===== config.mk =====
export PLATFORM = sky130hd
export DESIGN_NAME = rc_pwm_ppm_pulse_decoder_top
export DESIGN_NICKNAME = d
export VERILOG_FILES = /design/src/hw/rtl/rcpd_pkg.sv /design/src/hw/rtl/rc_pwm_ppm_pulse_decoder_top.sv
export SDC_FILE = /design/constraint.sdc
export NUM_CORES = 1
export LEC_CHECK = 0
export BUFFER_PORTS_ARGS = -buffer_cell sky130_fd_sc_hd__buf_2
export CORE_MARGIN = 4
export CORE_UTILIZATION = 25
export DETAILED_ROUTE_END_ITERATION = 10
export PLACE_DENSITY_LB_ADDON = 0.15
export SLEW_MARGIN = 20
export SYNTH_ARGS = -nofsm -noshare
export SYNTH_HDL_FRONTEND = slang
export SYNTH_SLANG_ARGS = --single-unit

===== constraint.sdc =====
create_clock -name clk_i -period 11.4 [get_ports clk_i]
set_input_delay 3.42 -clock clk_i [delete_from_list [all_inputs] [get_ports clk_i]]
set_output_delay 3.42 -clock clk_i [all_outputs]
set_load 0.005 [all_outputs]

===== src/hw/rtl/rcpd_pkg.sv =====
// Shared types and constants for the RC PWM/PPM pulse decoder.
`default_nettype none

package rcpd_pkg;

  localparam int unsigned TimeW    = 16;
  localparam int unsigned ChanW    = 4;
  localparam int unsigned SlotW    = 5;
  localparam int unsigned CfgW     = 16;
  localparam int unsigned CfgIdxW  = 3;

  typedef enum logic [1:0] {
    ModePwm       = 2'd0,
    ModePpmPeriod = 2'd1,
    ModePpmEdge   = 2'd2
  } mode_e;

  typedef enum logic [CfgIdxW-1:0] {
    CfgDecodeMode   = 3'd0,
    CfgPolarity     = 3'd1,
    CfgScale        = 3'd2,
    CfgSyncMin      = 3'd3,
    CfgFrameChans   = 3'd4,
    CfgFailsafeChan = 3'd5,
    CfgFailsafeLow  = 3'd6,
    CfgFailsafeHigh = 3'd7
  } cfg_idx_e;

endpackage

`default_nettype wire


===== src/hw/rtl/rc_pwm_ppm_pulse_decoder_top.sv =====
// RC receiver pulse decoder: per-channel PWM and PPM frame decoding with failsafe counters.
// One edge request enters an input register, is decoded by a single pass of logic (wrapped
// timer difference, one 16x16 multiply, window compares) and lands in a result register.
// An edge can be accepted every cycle; the only thing that holds the input side is a stalled
// result sitting in the result register while the next edge already waits in the input
// register. Decoder state (rise times, PPM slot, failsafe counters) is updated as an edge
// moves into the result stage, so back-to-back edges see each other's effect. Configuration
// is written through a plain indexed write port; the user must write it only while the
// block is idle, and the block itself does not enforce this.
`default_nettype none

module rc_pwm_ppm_pulse_decoder_top #(
  parameter int unsigned NUM_CHANNELS = 8,
  parameter int unsigned SCALE_SHIFT  = 0
) (
  input  wire logic                          clk_i,
  input  wire logic                          rst_ni,
  input  wire logic                          cfg_we_i,
  input  wire logic [rcpd_pkg::CfgIdxW-1:0]  cfg_idx_i,
  input  wire logic [rcpd_pkg::CfgW-1:0]     cfg_data_i,
  input  wire logic                          in_valid_i,
  output      logic                          in_stall_o,
  input  wire logic [rcpd_pkg::TimeW-1:0]    capture_time_i,
  input  wire logic                          pin_level_i,
  input  wire logic [rcpd_pkg::ChanW-1:0]    source_channel_i,
  output      logic                          out_valid_o,
  input  wire logic                          out_stall_i,
  output      logic [rcpd_pkg::ChanW-1:0]    channel_o,
  output      logic [rcpd_pkg::TimeW-1:0]    width_o,
  output      logic [rcpd_pkg::TimeW-1:0]    good_count_o,
  output      logic [rcpd_pkg::TimeW-1:0]    noise_count_o
);
  import rcpd_pkg::*;

  localparam int unsigned IdxW  = (NUM_CHANNELS > 1) ? $clog2(NUM_CHANNELS) : 1;
  localparam int unsigned ProdW = 2 * TimeW;

  // configuration
  logic [1:0]       mode_q;
  logic             polarity_q;
  logic [TimeW-1:0] scale_q;
  logic [TimeW-1:0] sync_min_q;
  logic [SlotW-1:0] frame_chans_q;
  logic [ChanW-1:0] fs_chan_q;
  logic [TimeW-1:0] fs_low_q;
  logic [TimeW-1:0] fs_high_q;

  always_ff @(posedge clk_i or negedge rst_ni) begin
    if (!rst_ni) begin
      mode_q        <= ModePwm;
      polarity_q    <= 1'b1;
      scale_q       <= 16'hFFFF;
      sync_min_q    <= 16'd7000;
      frame_chans_q <= 5'd8;
      fs_chan_q     <= 4'd1;
      fs_low_q      <= '0;
      fs_high_q     <= 16'hFFFF;
    end else if (cfg_we_i) begin
      case (cfg_idx_i)
        CfgDecodeMode:   mode_q        <= cfg_data_i[1:0];
        CfgPolarity:     polarity_q    <= cfg_data_i[0];
        CfgScale:        scale_q       <= cfg_data_i;
        CfgSyncMin:      sync_min_q    <= cfg_data_i;
        CfgFrameChans:   frame_chans_q <= cfg_data_i[SlotW-1:0];
        CfgFailsafeChan: fs_chan_q     <= cfg_data_i[ChanW-1:0];
        CfgFailsafeLow:  fs_low_q      <= cfg_data_i;
        CfgFailsafeHigh: fs_high_q     <= cfg_data_i;
        default: ;
      endcase
    end
  end

  // input register
  logic             in_valid_q;
  logic [TimeW-1:0] time_q;
  logic             pin_q;
  logic [ChanW-1:0] src_q;
  logic             out_free;
  logic             advance;

  assign out_free   = !out_valid_o || !out_stall_i;
  assign advance    = in_valid_q && out_free;
  assign in_stall_o = in_valid_q && !out_free;

  always_ff @(posedge clk_i or negedge rst_ni) begin
    if (!rst_ni) begin
      in_valid_q <= 1'b0;
    end else if (!in_stall_o) begin
      in_valid_q <= in_valid_i;
    end
  end

  always_ff @(posedge clk_i) begin
    if (in_valid_i && !in_stall_o) begin
      time_q <= capture_time_i;
      pin_q  <= pin_level_i;
      src_q  <= source_channel_i;
    end
  end

  // decoder state
  logic [TimeW-1:0] rise_q [NUM_CHANNELS];
  logic [TimeW-1:0] last_edge_q;
  logic [SlotW-1:0] slot_q;
  logic [TimeW-1:0] good_q;
  logic [TimeW-1:0] bad_q;

  logic             active;
  logic             src_ok;
  logic [IdxW-1:0]  src_idx;
  logic [TimeW-1:0] ppm_pulse;
  logic             ppm_in_frame;
  logic             ppm_emit_ok;
  logic             rise_we;
  logic             last_we;
  logic [SlotW-1:0] slot_d;
  logic             res_valid;
  logic [TimeW-1:0] raw;
  logic [SlotW-1:0] chan_full;
  logic [ProdW-1:0] prod;
  logic [ProdW-1:0] prod_sh;
  logic [TimeW-1:0] scaled;
  logic             is_fs;
  logic             in_window;
  logic [TimeW-1:0] good_d;
  logic [TimeW-1:0] bad_d;

  assign active       = (pin_q == polarity_q);
  assign src_ok       = (src_q != '0) && ({1'b0, src_q} <= SlotW'(NUM_CHANNELS));
  assign src_idx      = IdxW'(src_q - 4'd1);
  assign ppm_pulse    = time_q - last_edge_q;
  assign ppm_in_frame = (slot_q != '0) && (slot_q <= frame_chans_q);
  assign ppm_emit_ok  = ppm_in_frame && (slot_q <= SlotW'(NUM_CHANNELS));

  always_comb begin
    rise_we   = 1'b0;
    last_we   = 1'b0;
    slot_d    = slot_q;
    res_valid = 1'b0;
    raw       = ppm_pulse;
    chan_full = slot_q;
    case (mode_q)
      ModePwm: begin
        raw       = time_q - rise_q[src_idx];
        chan_full = {1'b0, src_q};
        if (src_ok) begin
          rise_we   = active;
          res_valid = !active;
        end
      end
      ModePpmPeriod: begin
        if (active) begin
          last_we = 1'b1;
          if (ppm_pulse > sync_min_q) begin
            slot_d = SlotW'(1);
          end else if (ppm_in_frame) begin
            res_valid = ppm_emit_ok;
            slot_d    = slot_q + 5'd1;
          end
        end
      end
      ModePpmEdge: begin
        last_we = 1'b1;
        if (active) begin
          if (ppm_pulse > sync_min_q) begin
            slot_d = SlotW'(1);
          end
        end else if (ppm_in_frame) begin
          res_valid = ppm_emit_ok;
          slot_d    = slot_q + 5'd1;
        end
      end
      default: ;
    endcase
  end

  // scale: ((raw * scale) << shift) >> 16 in 32 bits
  assign prod      = ProdW'(raw) * ProdW'(scale_q);
  assign prod_sh   = prod << SCALE_SHIFT;
  assign scaled    = prod_sh[ProdW-1:TimeW];
  assign is_fs     = res_valid && (chan_full == {1'b0, fs_chan_q});
  assign in_window = (scaled > fs_low_q) && (scaled < fs_high_q);
  assign good_d    = (is_fs && in_window)  ? good_q + 16'd1 : good_q;
  assign bad_d     = (is_fs && !in_window) ? bad_q + 16'd1  : bad_q;

  always_ff @(posedge clk_i or negedge rst_ni) begin
    if (!rst_ni) begin
      for (int i = 0; i < NUM_CHANNELS; i++) begin
        rise_q[i] <= '0;
      end
      last_edge_q <= '0;
      slot_q      <= '0;
      good_q      <= '0;
      bad_q       <= '0;
    end else if (advance) begin
      if (rise_we) begin
        rise_q[src_idx] <= time_q;
      end
      if (last_we) begin
        last_edge_q <= time_q;
      end
      slot_q <= slot_d;
      good_q <= good_d;
      bad_q  <= bad_d;
    end
  end

  // result register
  always_ff @(posedge clk_i or negedge rst_ni) begin
    if (!rst_ni) begin
      out_valid_o <= 1'b0;
    end else if (out_free) begin
      out_valid_o <= advance && res_valid;
    end
  end

  always_ff @(posedge clk_i) begin
    if (advance && res_valid && out_free) begin
      channel_o     <= chan_full[ChanW-1:0];
      width_o       <= scaled;
      good_count_o  <= good_d;
      noise_count_o <= bad_d;
    end
  end

endmodule

`default_nettype wire


==> metrics.txt <==
clk buf depth 3; Die X 324.1 microns; CTS Buf Count 41; Rows 115; total core area 98710 sq um; Max-slew headroom a little over a quarter; commonest register cell after synthesis dfrtp_1; layout cell share with drive strength beyond 1 30.80%; initial drt markers 663; global route total overflow 0; first-pass GRT wire length approximately 120 mm; fill cell count 10095; post-synth top area cell dfrtp_1; most frequent cells in the layout inv_1, nand2_1, dfrtp_1, mux2_2, buf_4; slowest stage delay, CP 0.55 ns; Area Growth Syn to Fin 25.36%; Placed Cells 3834; total negative slack 0 ns; Worst setup EP type flip-flop; unrepaired setup endpoints after global routing true; Multi-input gate area approximately 16000 sq um; post-synth cell types 65; post-route ant nets 0; post-DR vias/cell 4.531; largest net degree at the start of global routing approximately 150; Total GRT Usage 14.34%; WHS between 0.4 and 0.5 ns; final setup fails 0; post-synthesis sequential area ratio a little over a third; via count of the routed design 17881; port buffer count 98; Seq cells post-synth ~330; CTS Root Cell clkbuf_16; Hold Vio Cnt, Final 0; Sinks on Clock Net 332; Starting Density 25.30%; final wirelength 75.23 mm; IO Pins 99; Arr. time, crit path 11.52 ns; initial antenna violation count 6; CTS tree built; ys async rst share 78.01%; Placer Congestion slightly above 0.8; slowest CP cell fa_1; crit path time final 11.20 ns; Achievable Freq 89.25 MHz; worst reg2reg setup slack 0.20 ns; Synth area leaders dfrtp_1, fa_1, mux2_2; Syn Std Cell Area 24980 sq um; Clk Latency, worst-skew pair 0.58 ns; Final HPWL DP 56.46 mm; nets between 3000 and 4000; area share of the largest cell type after synthesis 21.74%; Syn Nets 2767; drt drc 0; Register Area 8726 sq um; CP Launch Type flip-flop; status completed; fin. max-slew vios 0; Tightest Pin Transition roughly 1.1 ns; Max Cap Viol 0; clock-pin slew on the worst setup and hold paths 0.05 ns; Syn Inst Count 2335; final std cells w/o fill 3946; most common cell after layout, fill and taps aside inv_1; die area 105000 sq um; syn_area_per_cell 10.70 sq um; vias in the first global route around 20000; Post-synth EDFFs 73; die height 324.1 microns; drt wl/cell between 15 and 20 microns; crit-path max FO 7; Antenna diodes 0; Final period util about 98%; WP data required 11.71 ns; WS Path Type flip-flop to flip-flop; H-tree Lvls 2; Clock Skew 0.02503 ns; Syn. warnings 0; Hold Path Class flip-flop to flip-flop; First-pass DRT Iterations 5
-- layer usage --
layer	routed length, microns	GRT usage (%)
met5	46	0
met4	1410	3.199
met3	2738	2.464
met2	36310	24.55
met1	34720	19.00
-- cells by family after synthesis --
| logic type | after synthesis | share of synthesized area (%) |
|---|---|---|
| and+or+nand+nor | 598 | 11.96 |
| buffers and inverters | 411 | 6.247 |
| xor gates and xnor gates | 115 | 4.063 |
| AOI/OAI and AO/OA | 260 | 7.158 |
| muxes | 232 | 10.39 |
| DFF | 332 | 34.93 |
| adders and majority gates | 387 | 25.25 |
-- worst max-delay path: cells and delay by family, from the launching register on --
family | cells | cell delay, ns
buffers and inverters | 15 | 1.78
flip-flops | 1 | 0.42
adder cells (fa/ha/maj) | 10 | 4.03
XOR/XNOR | 3 | 0.39
multiplexers | 2 | 0.59
AO/OA/AOI/OAI | 13 | 2.50
AND/OR/NAND/NOR | 10 | 1.21
-- cell usage after synthesis, types with 14 or more instances --
master	count
dfrtp_1	217
xnor2_1	42
o21ai_0	58
a22o_1	14
nand2b_1	30
a21oi_1	40
nor3_1	36
fa_1	195
dfstp_2	42
and2_1	93
inv_1	322
a22oi_1	35
or3_1	16
a21o_1	28
nand4_1	16
ha_1	192
xor2_1	72
clkbuf_1	76
edfxtp_1	73
nand3_1	26
mux2_2	217
a211oi_1	14
and3_1	22
a221oi_1	16
nand2_1	240
nor4_1	39
nor2_1	48
-- flip-flops by register name, summed over array words and instances (netlist names), 2 cells and up --
name           cells
time_q            16
channel_o          4
fs_high_q         16
last_edge_q       16
fs_chan_q          4
bad_q             16
rise_q           128
frame_chans_q      5
sync_min_q        16
slot_q             5
scale_q           16
noise_count_o     16
good_q            16
width_o           16
mode_q             2
good_count_o      16
fs_low_q          16
src_q              4
-- cell type report --
class / instances / share of cell area (%)
multi-input combinational: 1592 / 50.70
sequential: 332 / 27.87
timing repair buffer: 337 / 8.184
tap: 1287 / 5.143
inverter: 322 / 3.860
clock buffer: 63 / 3.764
clock inverter: 13 / 0.4875
-- path summary, 6_finish.rpt --
check	from	to	cells after the start
max	src_q[0]	good_count_o[1]	53
min in group asynchronous	rst_ni	rise_q[114]	1
max in group asynchronous	rst_ni	fs_low_q[7]	2
min	rise_q[0]	rise_q[0]	2
min reg2reg	rise_q[0]	rise_q[0]	2
max reg2reg	src_q[0]	good_count_o[1]	53
-- timing repair --
item                       CTS  global route
hold buffers                 0             0
gates cloned                 0             3
resized for setup           71           168
pin swaps                   34           134
setup endpoints to repair   64            64
setup buffers               15            21
-- metrics by stage --
stage | utilization (%) | setup slack [ns] | cell area, sq um
final | 31.72 | 0.1954 | 31310
after global routing | 31.72 | -0.2308 | 31310
after detailed placement | 28.77 | -0.8568 | 28390
after floorplan | - | 0.1094 | 25000
after global placement | 28.75 | -0.8010 | 28380
after CTS | 30.56 | 0.001052 | 30170
Power is not shown: default switching activity piles up to over one toggle a cycle in this logic, so the estimate is an artifact.
